[src/design/distance_frame_parser_with_validity_defines.svh]
// Assertion macros shared by the distance frame parser modules.
`ifndef DISTANCE_FRAME_PARSER_WITH_VALIDITY_DEFINES_SVH
`define DISTANCE_FRAME_PARSER_WITH_VALIDITY_DEFINES_SVH

// Same-cycle implication, sampled on clk_i, off while in reset.
`define DFPV_ASSERT_NOW(lbl, ante, cons) \
  lbl: assert property (@(posedge clk_i) disable iff (!rst_ni) (ante) |-> (cons)) \
    else $error("dfpv assertion failed");

// Next-cycle implication, sampled on clk_i, off while in reset.
`define DFPV_ASSERT_NEXT(lbl, ante, cons) \
  lbl: assert property (@(posedge clk_i) disable iff (!rst_ni) (ante) |=> (cons)) \
    else $error("dfpv assertion failed");

`endif

[src/design/dfpv_pkg.sv]
// Types and constants for the distance frame parser.
package dfpv_pkg;

  localparam logic [7:0] FrameHeader = 8'hFF;
  localparam int unsigned FrameLen = 4;
  localparam int unsigned PosW = $clog2(FrameLen);

  localparam logic [7:0]  StaleLimitRst  = 8'd50;
  localparam logic [15:0] JumpLimitRst   = 16'd50;
  localparam logic [15:0] MinDistanceRst = 16'd10;

  localparam int unsigned CfgIdxW  = 2;
  localparam int unsigned CfgDataW = 16;
  localparam int unsigned StaleW   = 9;

  typedef enum logic [CfgIdxW-1:0] {
    CfgStaleLimit  = 2'd0,
    CfgJumpLimit   = 2'd1,
    CfgMinDistance = 2'd2
  } cfg_idx_e;

  typedef struct packed {
    logic                we;
    logic [CfgIdxW-1:0]  idx;
    logic [CfgDataW-1:0] data;
  } cfg_wr_t;

  // What one byte did to the frame.
  typedef struct packed {
    logic        done;        // byte sat in the checksum slot
    logic        good;        // header and checksum matched
    logic [15:0] frame_dist;  // distance carried by the frame
  } frm_evt_t;

endpackage

[src/design/distance_frame_parser_with_validity.sv]
// Top level of the ultrasonic distance frame parser with validity tracking.
//
// Input channel: one received serial byte per request (in_valid_i, rx_byte_i),
// held off by in_stall_o. Each byte gives exactly one result on the output
// channel (out_valid_o, distance_o, distance_valid_o, frame_accepted_o), which
// the receiver holds off with out_stall_i.
// A byte of 0xFF restarts the frame; a four-byte frame with a good checksum
// loads a new distance and raises frame_accepted_o for that byte.
// A byte's result is on the outputs in the cycle after it is taken.
// Throughput: one byte per cycle unless stalled; the frame and tracker state
// update in the same cycle the byte is taken, feeding the single result
// register. While the result register is full and stalled, in_stall_o is high
// and no byte is taken; a byte is taken in the same cycle the old result leaves.
// Reset clears the frame position and bytes, the distance, the valid flag and
// the stale count, loads the limit registers with their defaults (stale 50,
// jump 50, minimum 10) and empties the result register.
// Limits are written through cfg_we_i / cfg_idx_i / cfg_wdata_i while idle.
`include "distance_frame_parser_with_validity_defines.svh"

module distance_frame_parser_with_validity
  import dfpv_pkg::*;
(
  input  logic                clk_i,
  input  logic                rst_ni,
  input  logic                cfg_we_i,
  input  logic [CfgIdxW-1:0]  cfg_idx_i,
  input  logic [CfgDataW-1:0] cfg_wdata_i,
  input  logic                in_valid_i,
  output logic                in_stall_o,
  input  logic [7:0]          rx_byte_i,
  output logic                out_valid_o,
  input  logic                out_stall_i,
  output logic [15:0]         distance_o,
  output logic                distance_valid_o,
  output logic                frame_accepted_o
);

  cfg_wr_t     cfg;
  frm_evt_t    evt;
  logic        step;
  logic [15:0] dist_d, dist_q;
  logic        valid_d, valid_q, acc_q;
  logic        ovld_q, ovld_d;

  assign cfg.we   = cfg_we_i;
  assign cfg.idx  = cfg_idx_i;
  assign cfg.data = cfg_wdata_i;

  assign in_stall_o = ovld_q && out_stall_i;
  assign step       = in_valid_i && !in_stall_o;

  dfpv_frame u_frame (
    .clk_i     (clk_i),
    .rst_ni    (rst_ni),
    .step_i    (step),
    .rx_byte_i (rx_byte_i),
    .evt_o     (evt)
  );

  dfpv_track u_track (
    .clk_i     (clk_i),
    .rst_ni    (rst_ni),
    .cfg_i     (cfg),
    .step_i    (step),
    .evt_i     (evt),
    .dist_d_o  (dist_d),
    .valid_d_o (valid_d)
  );

  assign ovld_d = step || (ovld_q && out_stall_i);

  always_ff @(posedge clk_i or negedge rst_ni) begin
    if (!rst_ni) begin
      ovld_q <= 1'b0;
    end else begin
      ovld_q <= ovld_d;
    end
  end

  always_ff @(posedge clk_i) begin
    if (step) begin
      dist_q  <= dist_d;
      valid_q <= valid_d;
      acc_q   <= evt.good;
    end
  end

  assign out_valid_o      = ovld_q;
  assign distance_o       = dist_q;
  assign distance_valid_o = valid_q;
  assign frame_accepted_o = acc_q;

  `DFPV_ASSERT_NOW(a_stall_needs_result, in_stall_o, out_valid_o)
  `DFPV_ASSERT_NEXT(a_request_gives_result, step, out_valid_o)
  `DFPV_ASSERT_NEXT(a_drain_empties, out_valid_o && !out_stall_i && !step, !out_valid_o)

endmodule

[src/design/dfpv_frame.sv]
// Frame assembler: byte position, stored frame bytes and checksum check.
module dfpv_frame
  import dfpv_pkg::*;
(
  input  logic       clk_i,
  input  logic       rst_ni,
  input  logic       step_i,
  input  logic [7:0] rx_byte_i,
  output frm_evt_t   evt_o
);

  logic [PosW-1:0] pos_q, pos_d, pos_eff;
  logic [7:0]      hdr_q, hi_q, lo_q;
  logic [7:0]      sum;

  // A header byte restarts the frame, even in the checksum slot.
  assign pos_eff = (rx_byte_i == FrameHeader) ? '0 : pos_q;
  assign sum     = hdr_q + hi_q + lo_q;

  always_comb begin
    evt_o.done       = (pos_eff == PosW'(FrameLen - 1));
    evt_o.good       = evt_o.done && (hdr_q == FrameHeader) && (sum == rx_byte_i);
    evt_o.frame_dist = {hi_q, lo_q};
    pos_d            = evt_o.done ? '0 : pos_eff + PosW'(1);
  end

  always_ff @(posedge clk_i or negedge rst_ni) begin
    if (!rst_ni) begin
      pos_q <= '0;
      hdr_q <= '0;
      hi_q  <= '0;
      lo_q  <= '0;
    end else if (step_i) begin
      pos_q <= pos_d;
      if (pos_eff == PosW'(0)) hdr_q <= rx_byte_i;
      if (pos_eff == PosW'(1)) hi_q  <= rx_byte_i;
      if (pos_eff == PosW'(2)) lo_q  <= rx_byte_i;
    end
  end

endmodule

[src/design/dfpv_track.sv]
// Validity tracker: stored distance, valid flag, stale counter and limits.
`include "distance_frame_parser_with_validity_defines.svh"

module dfpv_track
  import dfpv_pkg::*;
(
  input  logic        clk_i,
  input  logic        rst_ni,
  input  cfg_wr_t     cfg_i,
  input  logic        step_i,
  input  frm_evt_t    evt_i,
  output logic [15:0] dist_d_o,
  output logic        valid_d_o
);

  logic [7:0]        stale_lim_q;
  logic [15:0]       jump_lim_q, min_dist_q;
  logic [15:0]       dist_q, dist_d;
  logic              valid_q, valid_d, valid_mid;
  logic [StaleW-1:0] stale_q, stale_d, stale_inc;
  logic [15:0]       rise;
  logic              jump_hit;

  always_ff @(posedge clk_i or negedge rst_ni) begin
    if (!rst_ni) begin
      stale_lim_q <= StaleLimitRst;
      jump_lim_q  <= JumpLimitRst;
      min_dist_q  <= MinDistanceRst;
    end else if (cfg_i.we) begin
      case (cfg_idx_e'(cfg_i.idx))
        CfgStaleLimit:  stale_lim_q <= cfg_i.data[7:0];
        CfgJumpLimit:   jump_lim_q  <= cfg_i.data;
        CfgMinDistance: min_dist_q  <= cfg_i.data;
        default: ;
      endcase
    end
  end

  assign dist_d    = evt_i.good ? evt_i.frame_dist : dist_q;
  // bad frame clears the flag before the tracker looks at it
  assign valid_mid = (evt_i.done && !evt_i.good) ? 1'b0 : valid_q;
  assign stale_inc = stale_q + StaleW'(1);
  assign rise      = dist_d - dist_q;
  assign jump_hit  = (dist_d > dist_q) && (rise > jump_lim_q);

  always_comb begin
    stale_d = stale_q;
    valid_d = valid_mid;
    if (dist_d == dist_q) begin
      stale_d = stale_inc;
      if (stale_inc > {1'b0, stale_lim_q}) begin
        valid_d = 1'b0;
        stale_d = '0;
      end
    end else if (valid_q && jump_hit) begin
      valid_d = 1'b0;
    end else if (dist_d < min_dist_q) begin
      valid_d = 1'b0;
    end else begin
      valid_d = 1'b1;
    end
  end

  always_ff @(posedge clk_i or negedge rst_ni) begin
    if (!rst_ni) begin
      dist_q  <= '0;
      valid_q <= 1'b0;
      stale_q <= '0;
    end else if (step_i) begin
      dist_q  <= dist_d;
      valid_q <= valid_d;
      stale_q <= stale_d;
    end
  end

  assign dist_d_o  = dist_d;
  assign valid_d_o = valid_d;

  `DFPV_ASSERT_NOW(a_stale_bound, 1'b1, stale_q <= StaleW'(256))
  `DFPV_ASSERT_NEXT(a_bad_frame_clears, step_i && evt_i.done && !evt_i.good, !valid_q)
  `DFPV_ASSERT_NEXT(a_below_min_clears,
    step_i && evt_i.good && (evt_i.frame_dist != dist_q) && (evt_i.frame_dist < min_dist_q),
    !valid_q)
  `DFPV_ASSERT_NEXT(a_idle_holds, !step_i, $stable(dist_q) && $stable(valid_q))

endmodule

[config.mk]
export PLATFORM = sky130hd
export DESIGN_NAME = distance_frame_parser_with_validity
export DESIGN_NICKNAME = d
export VERILOG_FILES = /design/src/design/dfpv_pkg.sv /design/src/design/distance_frame_parser_with_validity.sv /design/src/design/dfpv_frame.sv /design/src/design/dfpv_track.sv
export VERILOG_INCLUDE_DIRS = /design/src /design/src/design
export SDC_FILE = /design/constraint.sdc
export NUM_CORES = 1
export LEC_CHECK = 0
export BUFFER_PORTS_ARGS = -buffer_cell sky130_fd_sc_hd__buf_2
export CORE_ASPECT_RATIO = 0.6
export CORE_MARGIN = 3
export CORE_UTILIZATION = 25
export CTS_BUF_LIST = sky130_fd_sc_hd__clkbuf_8
export DETAILED_ROUTE_END_ITERATION = 7
export PLACE_DENSITY = 0.38
export SLEW_MARGIN = 20
export SYNTH_ARGS = -nofsm -noshare
export SYNTH_HDL_FRONTEND = slang
export SYNTH_SLANG_ARGS = --single-unit
[constraint.sdc]
create_clock -name clk_i -period 7.07 [get_ports clk_i]
set_input_delay 0.3535 -clock clk_i [delete_from_list [all_inputs] [get_ports clk_i]]
set_output_delay 0.3535 -clock clk_i [all_outputs]
set_load 0.03 [all_outputs]
==> summary.txt, run 1 <==
status - completed
initial core utilization - 0.2569
largest net degree at the start of global routing - 49
post-route DRC violation count - 0
hpwl dp - 14.91 mm
critical path endpoint category - register
clock slew at reported path FFs - 0.11 ns
Placeable Area - 26710 sq um
power density cells - 431.6 nW/um^2
number of distinct library cells after synthesis - 57
Switching Power - 1.543 mW
sequential power share - 0.276
Buffers on Ports - 50
slew margin rel. - 0.3363
Int Power - 1.898 mW
Clock Power Share - 0.118
vias in the first global route - 4895
final max-slew violation count - 0
Clock Tree Buf Depth - 2
share of cells above drive strength 1 - 0.2915
Tot GR Track Use - 0.1328
# rows - 46
CTS tree - built
endpoints failing setup - 0
leakage - 3.648 nW
syn_area_per_cell - 10.75 sq um
die height - 134.3 microns
Clock Tree Root - clkbuf_8
area leader, netlist - dfrtp_1
Num CTS Buffers - 9
Startpoint Class - register
CP Buf/Inv Count - 2
Cell Area, Placed - 7567 sq um
via count - 4853
Final Util - 0.2985
yosys warns - 0
Antenna Diode Count - 0
most common cell after layout, fill and taps aside - dfrtp_1
Synth Register Bits - 111
share of the synthesized area in the top cell type - 0.3100
Total Die Area - 29540 sq um
first-pass GRT wire length - 29.01 mm
IO Count - 51
post-DR vias/cell - 4.536
switching part of the total - 0.4484
Crit-path slowest cell - fa_1
violation count after the first detailed-routing iteration - 318
delay of the slowest cell on the worst path - 0.55 ns
WS Path Type - register to register
final hold vios - 0
Worst-Skew Late Latency - 0.42 ns
CP required - 7.38 ns
R2R setup slack - 0.30 ns
syn_nets - 744
ys flop type - dfrtp_1
Worst-Margin Slew - 0.9926 ns
post-route ant nets - 0
smallest hold slack - 0.1273 ns
Final period util - 0.9573
top cells by area, synth - dfrtp_1 31%, ha_1 12%, mux2_2 10%, edfxtp_1 7.9%, inv_1 3.9%
antenna violations before repair - 0
Comb power frac - 0.606
final WL - 18.80 mm
Post-Layout Inst Area - 7971 sq um
Mapped Area - 6862 sq um
H-Tree Depth - 3
Layout Nets - 811
most frequent cells in the layout - 85 x dfrtp_1, 71 x inv_1, 62 x ha_1
Mapped Cells - 638
Hold Path Class - primary input to register
Crit path arrival time - 7.07 ns
number of max-cap violations - 0
CP most frequent cell - a21oi_2
asr flop ratio synth - 0.8378
max frequency - 0.1478 GHz
Filler cells - 2799
Clock Skews - 0.01663 ns
number of synthesized flops with an enable pin - 18
grt ovf - 0
Crit Path Max Fanout - 12
routability-driven placement congestion ratio - 0.8402
drt first pass iters - 4
Die Wd - 219.9 microns
Tmin final - 6.768 ns
Final Total Pwr - 3.440 mW
sequential share of the synthesized area - 0.4194
Area Overhead vs Synth - 16.17%
Max VDD drop - 0.3742 mV
Wirelength per Cell - 17.57 microns
clock sinks - 111
crit-path leading delay family - compound AO/OA/AOI/OAI gates
==> through the flow <==
step	worst slack, ns	cells	TNS, ns
2_1_floorplan	0.6868	638	0
5_1_grt	-0.08996	1070	-0.1713
4_1_cts	0.02102	1063	0
6_report	0.3020	1070	0
3_3_place_gp	0.1411	1046	0
3_5_place_dp	0.07806	1046	0
==> flip-flops by register name, indices dropped and copies added (netlist names) <==
signal	cells
distance_o	16
distance_valid_o	1
frame_accepted_o	1
out_valid_o	1
u_frame.hdr_q	8
u_frame.hi_q	8
u_frame.lo_q	8
u_frame.pos_q	2
u_track.dist_q	16
u_track.jump_lim_q	16
u_track.min_dist_q	16
u_track.stale_lim_q	8
u_track.stale_q	9
u_track.valid_q	1
==> power groups by stage <==
stage                     combinational, mW  clock (mW)  sequential [mW]
after floorplan                        1.43           0            0.939
after global placement                 1.91           0            0.964
after detailed placement               1.89           0            0.966
after CTS                              1.91       0.434            0.953
after global routing                   2.33       0.458            0.973
final                                  2.09       0.407            0.949
==> synth_stat cells, drive strengths merged (3+ instances only) <==
cell    count
dfrtp      85
inv        72
mux2       71
ha         66
nand2      55
o21ai      38
nor2       34
a21oi      24
xnor2      23
nand3      20
edfxtp     18
a21o       16
nand4      14
xor2       10
fa          9
dfstp       8
and3        7
buf         7
o21a        7
a211oi      5
o21bai      5
o211ai      4
a31oi       3
and2        3
and4        3
clkbuf      3
mux2i       3
nor2b       3
==> repair_timing <==
| action | in CTS | in global routing |
|---|---|---|
| hold endpoints to repair | 45 | 0 |
| endpoints found under the setup margin | 0 | 2 |
| resized for setup | 0 | 31 |
| hold buffers | 1 | 0 |
| buffers inserted | 0 | 7 |
==> final timing paths <==
check                            startpoint                  to  cells past startpoint
min in group asynchronous            rst_ni  u_track.dist_q[12]                      2
hold reg to reg            u_frame.pos_q[0]    u_frame.pos_q[0]                      1
setup / recovery            u_frame.lo_q[1]     u_track.valid_q                     29
max in group asynchronous            rst_ni   u_track.dist_q[7]                      3
hold / removal                   in_valid_i         out_valid_o                      2
setup reg to reg            u_frame.lo_q[1]     u_track.valid_q                     29
==> per-layer routing <==
layer | vias to the layer above | track usage | share of wire
met5 | - | 0 | 0
met4 | 0 | 0.03323 | 0.010
met3 | 11 | 0.03237 | 0.037
met2 | 66 | 0.1752 | 0.39
met1 | 2420 | 0.2110 | 0.56
li1 | 2356 | - | -
==> final cells by class <==
cell class	count	area (sq um)	share of cell area
inverters	72	270.3	0.03390
repair buffers	66	387.9	0.04866
flip-flops and latches	111	2878	0.3610
well taps	360	450.4	0.05651
multi-input cells	445	3787	0.4751
clock buffers	10	137.6	0.01727
clock inverters	6	60.06	0.007534
==> kinds of logic (layout without fill, tap and decap cells) <==
family          after synthesis  after routing  share of synthesized area
compound gates              112            112                     0.1090
xor+xnor                     33             33                    0.04212
fa+ha+maj                    75             75                     0.1466
buf+inv                      82            154                    0.04887
flops                       111            111                     0.4194
mux                          74             74                     0.1253
simple gates                151            151                     0.1087
Power figures use the tool's default switching activity.
==> inputs of run 2 (changes only) <==
--- a/config.mk
+++ b/config.mk
@@ -6,6 +6,7 @@
 export SDC_FILE = /design/constraint.sdc
 export NUM_CORES = 1
 export LEC_CHECK = 0
+export ABC_AREA = 1
 export BUFFER_PORTS_ARGS = -buffer_cell sky130_fd_sc_hd__buf_2
 export CORE_ASPECT_RATIO = 0.6
 export CORE_MARGIN = 3
==> run 2 against run 1 <==
Net effect: register-to-register slack improved by 0.49 ns; area after synthesis is 3.1% lower; hold slack gained 0.027 ns; utilization fell by 0.70 points; clock-buffer cell count is 1 lower; highest routed layer unchanged; global-route usage up 0.055 points; cell area fell by 5.9%; power decreased by 17%; critical path type unchanged; final cell count rose by 12%; largest cell class unchanged.
==> summary.txt, run 2 <==
critical path endpoint category - register (unchanged)
status - completed (unchanged)
number of synthesized flops with an enable pin - 18 (unchanged)
cell with the most instances after synthesis - nand2_1 (was dfrtp_1)
share of the synthesized area in the top cell type - 0.3200 (was 0.3100)
final WL - 18.27 mm (was 18.80 mm)
post-route ant nets - 0 (unchanged)
Total Die Area - 28650 sq um (was 29540 sq um)
setup_tns - 0 ns (unchanged)
largest net degree at the start of global routing - 55 (was 49)
asr flop ratio synth - 0.8378 (unchanged)
IO Count - 51 (unchanged)
yosys warns - 0 (unchanged)
initial core utilization - 0.2584 (was 0.2569)
leakage - 3.774 nW (was 3.648 nW)
Hold Path Class - primary input to register (unchanged)
Mapped Cells - 796 (was 638)
Mapped Area - 6648 sq um (was 6862 sq um)
Placeable Area - 25730 sq um (was 26710 sq um)
Synth Register Bits - 111 (unchanged)
Post-CTS Resized - 0 (unchanged)
Clock Tree Root - clkbuf_8 (unchanged)
Max VDD drop - 0.1047 mV (was 0.3742 mV)
Antenna Diode Count - 0 (unchanged)
syn_area_per_cell - 8.351 sq um (was 10.75 sq um)
power density cells - 379.7 nW/um^2 (was 431.6 nW/um^2)
post-DR vias/cell - 4.205 (was 4.536)
CP most frequent cell - nand2_1 (was a21oi_2)
H-Tree Depth - 3 (unchanged)
Area Overhead vs Synth - 12.82% (was 16.17%)
Cell Area, Placed - 7311 sq um (was 7567 sq um)
Num CTS Buffers - 9 (unchanged)
Commonest cells post-synth - 192 x nand2_1, 127 x inv_1, 85 x dfrtp_1 (was 85 x dfrtp_1, 72 x inv_1, 66 x ha_1)
# rows - 45 (was 46)
Clock Skews - 0.01433 ns (was 0.01663 ns)
Wirelength per Cell - 15.20 microns (was 17.57 microns)
CP Buf/Inv Count - 2 (unchanged)
routability-driven placement congestion ratio - 0.7988 (was 0.8402)
RSZ-0062 raised after global routing - false
CP required - 7.23 ns (was 7.38 ns)
clock slew at reported path FFs - 0.11 ns (about the same)
grt ovf - 0 (unchanged)
final max-slew violation count - 0 (unchanged)
final hold vios - 0 (unchanged)
Crit-path slowest cell - fa_1 (unchanged)
most common cell after layout, fill and taps aside - nand2_1 (was dfrtp_1)
drt first pass iters - 4 (unchanged)
hpwl dp - 14.36 mm (was 14.91 mm)
vias in the first global route - 4965 (was 4895)
area leader, netlist - dfrtp_1 (unchanged)
Tmin final - 6.277 ns (was 6.768 ns)
first-pass GRT wire length - 29.53 mm (was 29.01 mm)
syn_nets - 902 (was 744)
Worst-Skew Late Latency - 0.40 ns (was 0.42 ns)
WS Path Type - register to register (unchanged)
most frequent cells in the layout - 191 x nand2_1, 128 x inv_1, 85 x dfrtp_1 (was 85 x dfrtp_1, 71 x inv_1, 62 x ha_1)
slew margin rel. - 0.3462 (was 0.3363)
Die Wd - 216.5 microns (was 219.9 microns)
Post-Layout Inst Area - 7500 sq um (was 7971 sq um)
Final period util - 0.8879 (was 0.9573)
Crit Path Max Fanout - 9 (was 12)
Clock Tree Buf Depth - 2 (unchanged)
top cells by area, synth - dfrtp_1 32%, ha_1 12%, nand2_1 11%, edfxtp_1 8.1%, inv_1 7.2% (was dfrtp_1 31%, ha_1 12%, mux2_2 10%, edfxtp_1 7.9%, inv_1 3.9%)
violation count after the first detailed-routing iteration - 282 (was 318)
endpoints failing setup - 0 (unchanged)
Worst-Margin Slew - 0.9560 ns (was 0.9926 ns)
Tot GR Track Use - 0.1333 (was 0.1328)
sequential share of the synthesized area - 0.4329 (was 0.4194)
via count - 5054 (was 4853)
Crit path arrival time - 6.44 ns (was 7.07 ns)
CTS tree - built (unchanged)
delay of the slowest cell on the worst path - 0.51 ns (was 0.55 ns)
max frequency - 0.1593 GHz (was 0.1478 GHz)
die height - 132.3 microns (was 134.3 microns)
crit-path leading delay family - simple AND/OR/NAND/NOR gates (was compound AO/OA/AOI/OAI gates)
ys flop type - dfrtp_1 (unchanged)
Startpoint Class - register (unchanged)
number of distinct library cells after synthesis - 36 (was 57)
post-route DRC violation count - 0 (unchanged)
antenna violations before repair - 0 (unchanged)
share of cells above drive strength 1 - 0.1082 (was 0.2915)
clock sinks - 111 (unchanged)
number of max-cap violations - 0 (unchanged)
Layout Nets - 951 (was 811)
Buffers on Ports - 50 (unchanged)
## run 2: cell types whose count changed after synthesis, moves of 8 or more
cell	previous run	this run
mux2_2	63	0
a21o_1	16	2
mux2_4	8	0
inv_1	72	127
xnor2_1	23	3
nand2_2	8	0
o21ai_0	28	80
nand2_1	47	192
xor2_1	10	22
a21oi_1	22	50
clkbuf_1	3	14
nand3_1	20	28
o21ai_1	2	13
## run 2: layer usage
layer  up-vias  part of all wire  track usage
li1       2671                 -            -
met1      2294              0.61       0.2296
met2        84              0.35       0.1616
met3         5             0.034      0.02810
met4         0            0.0053      0.02404
met5         -                 0            0
## run 2: final cells by class
cell class | count | area, sq um
timing repair buffer | 55 | 292.8
tap | 352 | 440.4
clock inverter | 7 | 47.55
multi-input combinational | 533 | 3211
clock buffer | 9 | 123.9
fill | 2791 | 18230
sequential | 111 | 2878
inverter | 135 | 506.7
## run 2: worst min-delay path, cell delays in order
cell     delay (ns)
buf_2          0.07
nand2_1        0.05
nand2_1        0.05
## run 2: kinds of logic (layout without fill, tap and decap cells)
family                   Yosys count  after routing  share of synthesized area
AO/OA/AOI/OAI                    158            158                     0.1263
flip-flops                       111            111                     0.4329
XOR/XNOR                          25             25                    0.03294
adder cells (fa/ha/maj)           75             75                     0.1513
buffers and inverters            152            206                    0.08639
AND/OR/NAND/NOR                  275            275                     0.1701
## run 2: worst paths after layout
check	from	endpoint	cells past startpoint	slack [ns]
max reg2reg	u_frame.lo_q[1]	distance_valid_o	36	0.79
max	u_frame.lo_q[1]	distance_valid_o	36	0.79
min reg2reg	u_frame.pos_q[1]	u_frame.pos_q[1]	2	0.49
min	out_stall_i	out_valid_o	3	0.15
max in group asynchronous	rst_ni	u_frame.pos_q[0]	3	5.45
min in group asynchronous	rst_ni	u_track.min_dist_q[12]	2	0.49
## run 2: where the power goes
| group | leakage [nW] | switching (mW) | internal, mW |
|---|---|---|---|
| combinational | 2.36 | 0.957 | 0.589 |
| clock | 0.0928 | 0.239 | 0.129 |
| sequential | 1.32 | 0.128 | 0.804 |
| total | 3.77 | 1.32 | 1.52 |
## run 2: per-stage QoR
step	utilization	power (mW)	instances	hold WS (ns)	setup slack, ns
CTS	0.2912	2.883	1202	0.1226	0.7682
floorplan	-	2.072	796	0.05791	1.540
finish	0.2915	2.847	1202	0.1541	0.7928
detailed placement	0.2841	2.485	1185	0.4072	0.7992
global placement	0.2841	2.524	1185	0.3998	1.009
global route	0.2915	3.196	1202	0.1330	0.1367
## run 2: what timing repair did
item	CTS	global route
hold buffers	1	0
setup buffers	0	0
hold endpoints to repair	42	0
